<file path="config.mk">
export PLATFORM = sky130hd
export DESIGN_NAME = pwm_timer_with_repetition
export DESIGN_NICKNAME = d
export VERILOG_FILES = /design/src/hw/rtl/pwmt_pkg.sv /design/src/hw/rtl/pwm_timer_with_repetition.sv /design/src/hw/rtl/pwmt_cfg.sv /design/src/hw/rtl/pwmt_core.sv
export SDC_FILE = /design/constraint.sdc
export NUM_CORES = 1
export LEC_CHECK = 0
export BUFFER_PORTS_ARGS = -buffer_cell sky130_fd_sc_hd__clkbuf_2
export CAP_MARGIN = 20
export CORE_UTILIZATION = 60
export DETAILED_ROUTE_END_ITERATION = 10
export GPL_TIMING_DRIVEN = 0
export PLACE_DENSITY = 0.87
export SKIP_CTS_REPAIR_TIMING = 1
export SLEW_MARGIN = 40
export SYNTH_ARGS = -nofsm -noshare
export SYNTH_HDL_FRONTEND = slang
export SYNTH_SLANG_ARGS = --single-unit
</file>
<file path="constraint.sdc">
create_clock -name clk -period 5.5 [get_ports clk]
set_clock_uncertainty 0.15 [all_clocks]
set_input_delay 0.55 -clock clk [delete_from_list [all_inputs] [get_ports clk]]
set_output_delay 0.55 -clock clk [all_outputs]
set_load 0.01 [all_outputs]
</file>
<file path="src/hw/rtl/pwmt_pkg.sv">
// Shared types, constants and command codes for the PWM timer.
`default_nettype none
package pwmt_pkg;

  localparam int COUNT_WIDTH = 16;
  localparam int CHANNELS    = 4;
  localparam int CFG_IDX_W   = 3;
  localparam int CFG_DATA_W  = 16;

  typedef logic [COUNT_WIDTH-1:0] cnt_t;

  typedef enum logic [1:0] {
    CMD_TICK  = 2'd0,
    CMD_START = 2'd1,
    CMD_STOP  = 2'd2,
    CMD_CLEAR = 2'd3
  } cmd_t;

  typedef enum logic [CFG_IDX_W-1:0] {
    REG_PRESCALER  = 3'd0,
    REG_RELOAD     = 3'd1,
    REG_REPETITION = 3'd2,
    REG_COUNT_DOWN = 3'd3,
    REG_COMPARE1   = 3'd4,
    REG_COMPARE2   = 3'd5,
    REG_COMPARE3   = 3'd6,
    REG_COMPARE4   = 3'd7
  } reg_idx_t;

  typedef struct packed {
    logic [1:0] command;
    logic       irq_enable;
  } in_word_t;

  typedef struct packed {
    logic [15:0] count_value;
    logic        pwm_ch1;
    logic        pwm_ch2;
    logic        pwm_ch3;
    logic        pwm_ch4;
    logic        update_flag;
    logic        interrupt_request;
    logic        running;
  } out_word_t;

  typedef struct packed {
    logic [15:0]      prescaler;
    logic [15:0]      reload;
    logic [7:0]       repetition;
    logic             count_down;
    logic [3:0][15:0] compare;
  } cfg_t;

endpackage
`default_nettype wire

</file>
<file path="src/hw/rtl/pwm_timer_with_repetition.sv">
// PWM timer with repetition counter: top level with input and result registers.
//
// Usage
//   Input channel (in_valid / in_stall / in_data): one command word per item,
//   tick, start, stop or clear update flag, with irq_enable used by start.
//   Result channel (out_valid / out_stall / out_data): exactly one word per
//   input word, carrying the counter value, four PWM levels, the sticky
//   update flag, the interrupt pulse and the running status.
//   Config port (cfg_we / cfg_index / cfg_data): single-cycle register writes,
//   to be made only while no word is in flight.
// Timing
//   An accepted word is captured by the input register, then the timer logic
//   feeds the result register from it once that register is free or draining.
//   Throughput is one word per cycle while the result channel does not stall,
//   set by the state update of the timer core.
// Reset
//   Synchronous, active low rst_n: both stages empty, timer stopped, all
//   counters and flags zero, config registers at their reset values.
// Stall
//   A stalled result holds; the input register keeps its word and in_stall
//   rises only once that register is full and cannot drain.
`default_nettype none
module pwm_timer_with_repetition (
  input  wire logic                            clk,
  input  wire logic                            rst_n,
  input  wire logic                            in_valid,
  output logic                                 in_stall,
  input  wire pwmt_pkg::in_word_t              in_data,
  output logic                                 out_valid,
  input  wire logic                            out_stall,
  output pwmt_pkg::out_word_t                  out_data,
  input  wire logic                            cfg_we,
  input  wire logic [pwmt_pkg::CFG_IDX_W-1:0]  cfg_index,
  input  wire logic [pwmt_pkg::CFG_DATA_W-1:0] cfg_data
);
  import pwmt_pkg::*;

  cfg_t      cfg;
  in_word_t  in_r;
  logic      in_vld_r;
  out_word_t out_r;
  out_word_t result;
  logic      out_vld_r;
  logic      adv;
  logic      in_take;

  pwmt_cfg u_cfg (
    .clk       (clk),
    .rst_n     (rst_n),
    .cfg_we    (cfg_we),
    .cfg_index (cfg_index),
    .cfg_data  (cfg_data),
    .cfg       (cfg)
  );

  // a word moves into the result register when that register is free
  // or being emptied this cycle
  assign adv      = in_vld_r && (!out_vld_r || !out_stall);
  assign in_stall = in_vld_r && !adv;
  assign in_take  = in_valid && !in_stall;

  pwmt_core u_core (
    .clk    (clk),
    .rst_n  (rst_n),
    .adv    (adv),
    .word   (in_r),
    .cfg    (cfg),
    .result (result)
  );

  always_ff @(posedge clk) begin
    if (!rst_n) begin
      in_vld_r  <= 1'b0;
      out_vld_r <= 1'b0;
    end else begin
      if (in_take)  in_vld_r <= 1'b1;
      else if (adv) in_vld_r <= 1'b0;
      if (adv)             out_vld_r <= 1'b1;
      else if (!out_stall) out_vld_r <= 1'b0;
    end
  end

  // payload registers, no reset needed
  always_ff @(posedge clk) begin
    if (in_take) in_r  <= in_data;
    if (adv)     out_r <= result;
  end

  assign out_valid = out_vld_r;
  assign out_data  = out_r;

endmodule
`default_nettype wire

</file>
<file path="src/hw/rtl/pwmt_cfg.sv">
// Configuration register file of the PWM timer.
`default_nettype none
module pwmt_cfg (
  input  wire logic                               clk,
  input  wire logic                               rst_n,
  input  wire logic                               cfg_we,
  input  wire logic [pwmt_pkg::CFG_IDX_W-1:0]     cfg_index,
  input  wire logic [pwmt_pkg::CFG_DATA_W-1:0]    cfg_data,
  output pwmt_pkg::cfg_t                          cfg
);
  import pwmt_pkg::*;

  cfg_t cfg_r;

  always_ff @(posedge clk) begin
    if (!rst_n) begin
      cfg_r.prescaler  <= '0;
      cfg_r.reload     <= 16'hFFFF;
      cfg_r.repetition <= '0;
      cfg_r.count_down <= 1'b0;
      cfg_r.compare    <= '0;
    end else if (cfg_we) begin
      unique case (reg_idx_t'(cfg_index))
        REG_PRESCALER:  cfg_r.prescaler  <= cfg_data;
        REG_RELOAD:     cfg_r.reload     <= cfg_data;
        REG_REPETITION: cfg_r.repetition <= cfg_data[7:0];
        REG_COUNT_DOWN: cfg_r.count_down <= cfg_data[0];
        REG_COMPARE1:   cfg_r.compare[0] <= cfg_data;
        REG_COMPARE2:   cfg_r.compare[1] <= cfg_data;
        REG_COMPARE3:   cfg_r.compare[2] <= cfg_data;
        REG_COMPARE4:   cfg_r.compare[3] <= cfg_data;
        default: ;
      endcase
    end
  end

  assign cfg = cfg_r;

endmodule
`default_nettype wire

</file>
<file path="src/hw/rtl/pwmt_core.sv">
// Timer state and the single-pass next-state and output logic.
`default_nettype none
module pwmt_core (
  input  wire logic                clk,
  input  wire logic                rst_n,
  input  wire logic                adv,
  input  wire pwmt_pkg::in_word_t  word,
  input  wire pwmt_pkg::cfg_t      cfg,
  output pwmt_pkg::out_word_t      result
);
  import pwmt_pkg::*;

  logic [15:0] pres_r, pres_nxt;
  cnt_t        period_r, period_nxt;
  logic [7:0]  rep_r, rep_nxt;
  logic        run_r, run_nxt;
  logic        evt_r, evt_nxt;
  logic        irq_on_r, irq_on_nxt;

  cnt_t        top;
  logic        irq;
  logic        wrap;
  logic [31:0] cnt_ext;
  logic [3:0]  level;

  assign top = cnt_t'(cfg.reload);

  always_comb begin
    pres_nxt   = pres_r;
    period_nxt = period_r;
    rep_nxt    = rep_r;
    run_nxt    = run_r;
    evt_nxt    = evt_r;
    irq_on_nxt = irq_on_r;
    irq        = 1'b0;
    wrap       = 1'b0;
    unique case (cmd_t'(word.command))
      CMD_TICK: begin
        if (run_r) begin
          if (pres_r >= cfg.prescaler) begin
            pres_nxt = '0;
            if (cfg.count_down) begin
              if (period_r == '0) begin
                period_nxt = top;
                wrap       = 1'b1;
              end else begin
                period_nxt = period_r - cnt_t'(1);
              end
            end else if (period_r >= top) begin
              period_nxt = '0;
              wrap       = 1'b1;
            end else begin
              period_nxt = period_r + cnt_t'(1);
            end
          end else begin
            pres_nxt = pres_r + 16'd1;
          end
        end
        // repetition count: update event only once it is exhausted
        if (wrap) begin
          if (rep_r == '0) begin
            evt_nxt = 1'b1;
            rep_nxt = cfg.repetition;
            irq     = irq_on_r;
          end else begin
            rep_nxt = rep_r - 8'd1;
          end
        end
      end
      CMD_START: begin
        if (!run_r) begin
          pres_nxt   = '0;
          rep_nxt    = cfg.repetition;
          period_nxt = cfg.count_down ? top : '0;
          run_nxt    = 1'b1;
        end
        irq_on_nxt = word.irq_enable;
      end
      CMD_STOP: begin
        run_nxt    = 1'b0;
        irq_on_nxt = 1'b0;
        pres_nxt   = '0;
        period_nxt = '0;
        rep_nxt    = '0;
      end
      CMD_CLEAR: evt_nxt = 1'b0;
      default: ;
    endcase
  end

  always_ff @(posedge clk) begin
    if (!rst_n) begin
      pres_r   <= '0;
      period_r <= '0;
      rep_r    <= '0;
      run_r    <= 1'b0;
      evt_r    <= 1'b0;
      irq_on_r <= 1'b0;
    end else if (adv) begin
      pres_r   <= pres_nxt;
      period_r <= period_nxt;
      rep_r    <= rep_nxt;
      run_r    <= run_nxt;
      evt_r    <= evt_nxt;
      irq_on_r <= irq_on_nxt;
    end
  end

  assign cnt_ext = 32'(period_nxt);

  // PWM mode 1: strict compare counting up, inclusive counting down
  always_comb begin
    for (int ch = 0; ch < 4; ch++) begin
      level[ch] = 1'b0;
      if (run_nxt && ch < CHANNELS) begin
        if (cfg.count_down) level[ch] = cnt_ext <= 32'(cfg.compare[ch]);
        else                level[ch] = cnt_ext <  32'(cfg.compare[ch]);
      end
    end
  end

  always_comb begin
    result.count_value       = cnt_ext[15:0];
    result.pwm_ch1           = level[0];
    result.pwm_ch2           = level[1];
    result.pwm_ch3           = level[2];
    result.pwm_ch4           = level[3];
    result.update_flag       = evt_nxt;
    result.interrupt_request = irq;
    result.running           = run_nxt;
  end

endmodule
`default_nettype wire
</file>
==> results.md <==
* Initial Util at 61.3%
* Worst setup EP type: flip-flop
* Fill cells at 1367
* Gr ovfl total at 0
* Antenna violations before repair at 0
* First-pass GRT wire length at 48.3 mm
* Netlist cell types at 72
* Via count at 9895
* Crit path DAT at 5100 ps
* Worst Max-Slew Pin Slew at 826 ps
* Synth warnings at 0
* Post-DP HPWL at ~22 mm
* Overall routed net length at 30.3 mm
* Synth top area share at 28.3%
* Max Slew Vio Count at 0
* Kind of cell adding the most delay to the critical path: compound AO/OA/AOI/OAI gates
* RSZ-0062 raised after global routing: false
* Worst R2R Setup Slack at 530 ps
* Clock period minus worst slack at just under 5000 ps
* Final hold vios at 0
* R2r worst-path depth at 17
* CTS Sinks at 176
* Setup ws final at 527 ps
* Worst path slowest cell: a2111oi_2
* CTS tree: built
* Post-Synth Simple-Gate Area at 19.8%
* Diode count at 0
* Fin Hold WS at 134 ps
* Overall power at 3.01 mW
* DRC violations left at 0
* FP Rows at 48
* Layout cells sized above 1 at 8.45%
* ANT nets after route at 0
* CP Cell Sequence: ha_1 -> a21oi_1 -> o21ai_0 -> a2111oi_2 -> o21ai_1 -> a21oi_2 -> clkbuf_1 -> o21ai_0 -> nand3_1 -> ha_1 -> nor2b_1 -> o21a_1 -> o21ai_0 -> nand2b_1 -> a211oi_1 -> o32ai_1 -> o22ai_1
* Vias/cell at 6.24
* FFs w/ async S/R, synth at 0%
* Top post-synthesis cells by area: dfxtp_1, ha_1, nand2_1
* Post-Syn Area at 10600 sq um
* Critical path launch point type: flip-flop
* Largest net degree at the start of global routing at 30
* Area Overhead vs Synth at 11.1%
* VDD IR-drop max at 0.246 mV
* CTS max path bufs at 2
* F_max at 201 MHz
* FF-to-FF End: out_data[5]$_SDFFCE_PN0P_
* Max incr delay on CP at 470 ps
* Commonest cells after routing, fill and taps aside: nand2_1, dfxtp_1, inv_1
* Rel. slew slack at 44.5%
* Critical path required time at 5620 ps
* PD cells at 256 nW/um^2
* Htree depth at 4
* Post-Synthesis Cells at 1282
* Status: finished clean
* Port-buffer cells at 47
* Clock transition at the registers of the reported paths at 70 ps
* Critical-path maximum fanout at 10
* Hold Path Origin: in_data[0]
* Most common cell after layout, fill and taps aside: nand2_1
* Vias in the first global route at 9242
* Final setup violation count at 0
* Post-DR wirelength/cell at about 19 um
* Crit path kind: reg2reg
* Main combinational cell family by area after synthesis: compound AO/OA/AOI/OAI gates
* Worst Hold Path Cells at 1
* Worst R2R Start: u_core.pres_r[11]$_SDFFE_PN0P_
* Root Driver: clkbuf_16
* Total die area at 18200 sq um
* Area of the multi-input gates at 6130 sq um
* I/O pin count at 52
* Die height at 135 um
* Worst-Skew Late Latency at around 440 ps
* Hold Path End: in_r[0]$_DFFE_PP_
* Syn nets at 1414
* Synth area leader: dfxtp_1
* Seq/Total Area, Yosys at 35.7%
* Hold Path Class: in2reg
* First-pass DRT Iterations at 7
* Seq. cell area at 3780 sq um
* Primary FF master, synth: dfxtp_1
* Core Box Area at 17300 sq um
* Top cell by count, worst path: o21ai_0
* Synthesis-stage register bit count at between 150 and 200
* Complex-gate fraction of the synthesized area at 21.6%
* Worst Path Buf+Inv at 1
* Fin nets at 1480
* Post-synth EDFFs at 26
* Non-Filler Instances at 1586
* Pre-CTS WS at 686 ps
* Leak at 4.81 nW
* Cts bufs inserted at 17
* Iter 0 DRT Violations at 943
* Multiplexer share of the synthesized area at less than 1%
* Dpl cells at 1554
* Crit share post-route at 90.4%
* XOR/XNOR Fraction of Synth Area at 3.39%
* Post-Synth Adder-Cell Area at 12.4%
* Tot GR Track Use at 34.3%
* Die outline width at about 130 um
* MaxCap Viol Count at 0
* Synthesized area per cell at about 8.3 sq um
* Final TNS setup at 0 ps
* Routability Congestion at roughly 0.95
[through the flow]
step	util (%)	instance area, sq um
3_3_place_gp	64.3	11100
3_5_place_dp	64.3	11100
5_1_grt	68.0	11800
2_1_floorplan	-	10600
6_report	68.0	11800
4_1_cts	68.0	11800
[Yosys cell counts (6+ instances only)]
master and number:
clkbuf_1 48, nor2b_1 14, buf_2 10, nand2_1 265
o21a_1 11, inv_1 110, nand2b_1 12, xnor2_1 20
nor2_1 53, o211ai_1 21, ha_1 105, a21boi_0 90
o311a_1 7, a22o_1 15, nand3_1 35, nor3_1 16
a21oi_1 24, a22oi_1 9, edfxtp_1 26, xor2_1 21
o21ai_1 7, a21o_1 24, and3_1 6, dfxtp_1 150
o21ai_0 52, nand4_1 26, o22ai_1 15
[final cells by class]
cell class / count / area share (%)
tap: 225 / 2.39
inverter: 110 / 3.51
timing repair buffer: 47 / 2.00
clock inverter: 8 / 1.04
buffer: 64 / 2.50
sequential: 176 / 32.1
clock buffer: 24 / 4.37
multi-input combinational: 932 / 52.0
[worst max-delay path by stage]
stage,cells after the start,end,from
2_1_floorplan,18,out_data[4]$_SDFFCE_PN0P_,u_cfg.cfg[98]$_SDFFE_PN0P_
3_3_place_gp,18,out_data[5]$_SDFFCE_PN0P_,u_cfg.cfg[104]$_SDFFE_PN0P_
3_5_place_dp,17,out_data[5]$_SDFFCE_PN0P_,u_core.pres_r[11]$_SDFFE_PN0P_
4_1_cts,18,out_data[5]$_SDFFCE_PN0P_,u_cfg.cfg[98]$_SDFFE_PN0P_
5_1_grt,18,out_data[5]$_SDFFCE_PN0P_,u_cfg.cfg[98]$_SDFFE_PN0P_
6_report,17,out_data[5]$_SDFFCE_PN0P_,u_core.pres_r[11]$_SDFFE_PN0P_
[flip-flops by register name (all words and copies together) (netlist names)]
register / cells
u_core.evt_r: 1
out_valid: 1
in_r: 3
u_core.period_r: 16
u_core.irq_on_r: 1
u_cfg.cfg: 105
u_core.rep_r: 8
in_vld_r: 1
u_core.pres_r: 16
u_core.run_r: 1
out_data: 23
[per-layer routing]
metal / up-vias / GRT usage (%) / part of all wire [%]
li1: 4604 / - / -
met1: 4645 / 44.5 / 40
met2: 544 / 55.3 / 45
met3: 102 / 6.72 / 10
met4: 0 / 15.6 / 4.4
met5: - / 0 / 0
[worst register-to-register path, delay by kind of cell, from the launching register on]
kind | cells | cell delay [ps]
AOI/OAI and AO/OA | 11 | 2630
adders and majority gates | 2 | 640
and+or+nand+nor | 3 | 580
DFF | 1 | 440
buffers and inverters | 1 | 370
[cells by family (layout without fill, tap and decap cells)]
logic type,count (synthesis),count (layout)
simple gates,461,461
compound gates,321,321
flops,176,176
buf+inv,174,253
fa+ha+maj,105,105
xor+xnor,41,41
mux,4,4
[report_power, final]
part	switching, mW	internal, mW	total (mW)
logic	0.220	0.118	0.339
clock network	0.520	0.795	1.31
registers	0.0225	1.34	1.36
Power figures use the tool's default switching activity.
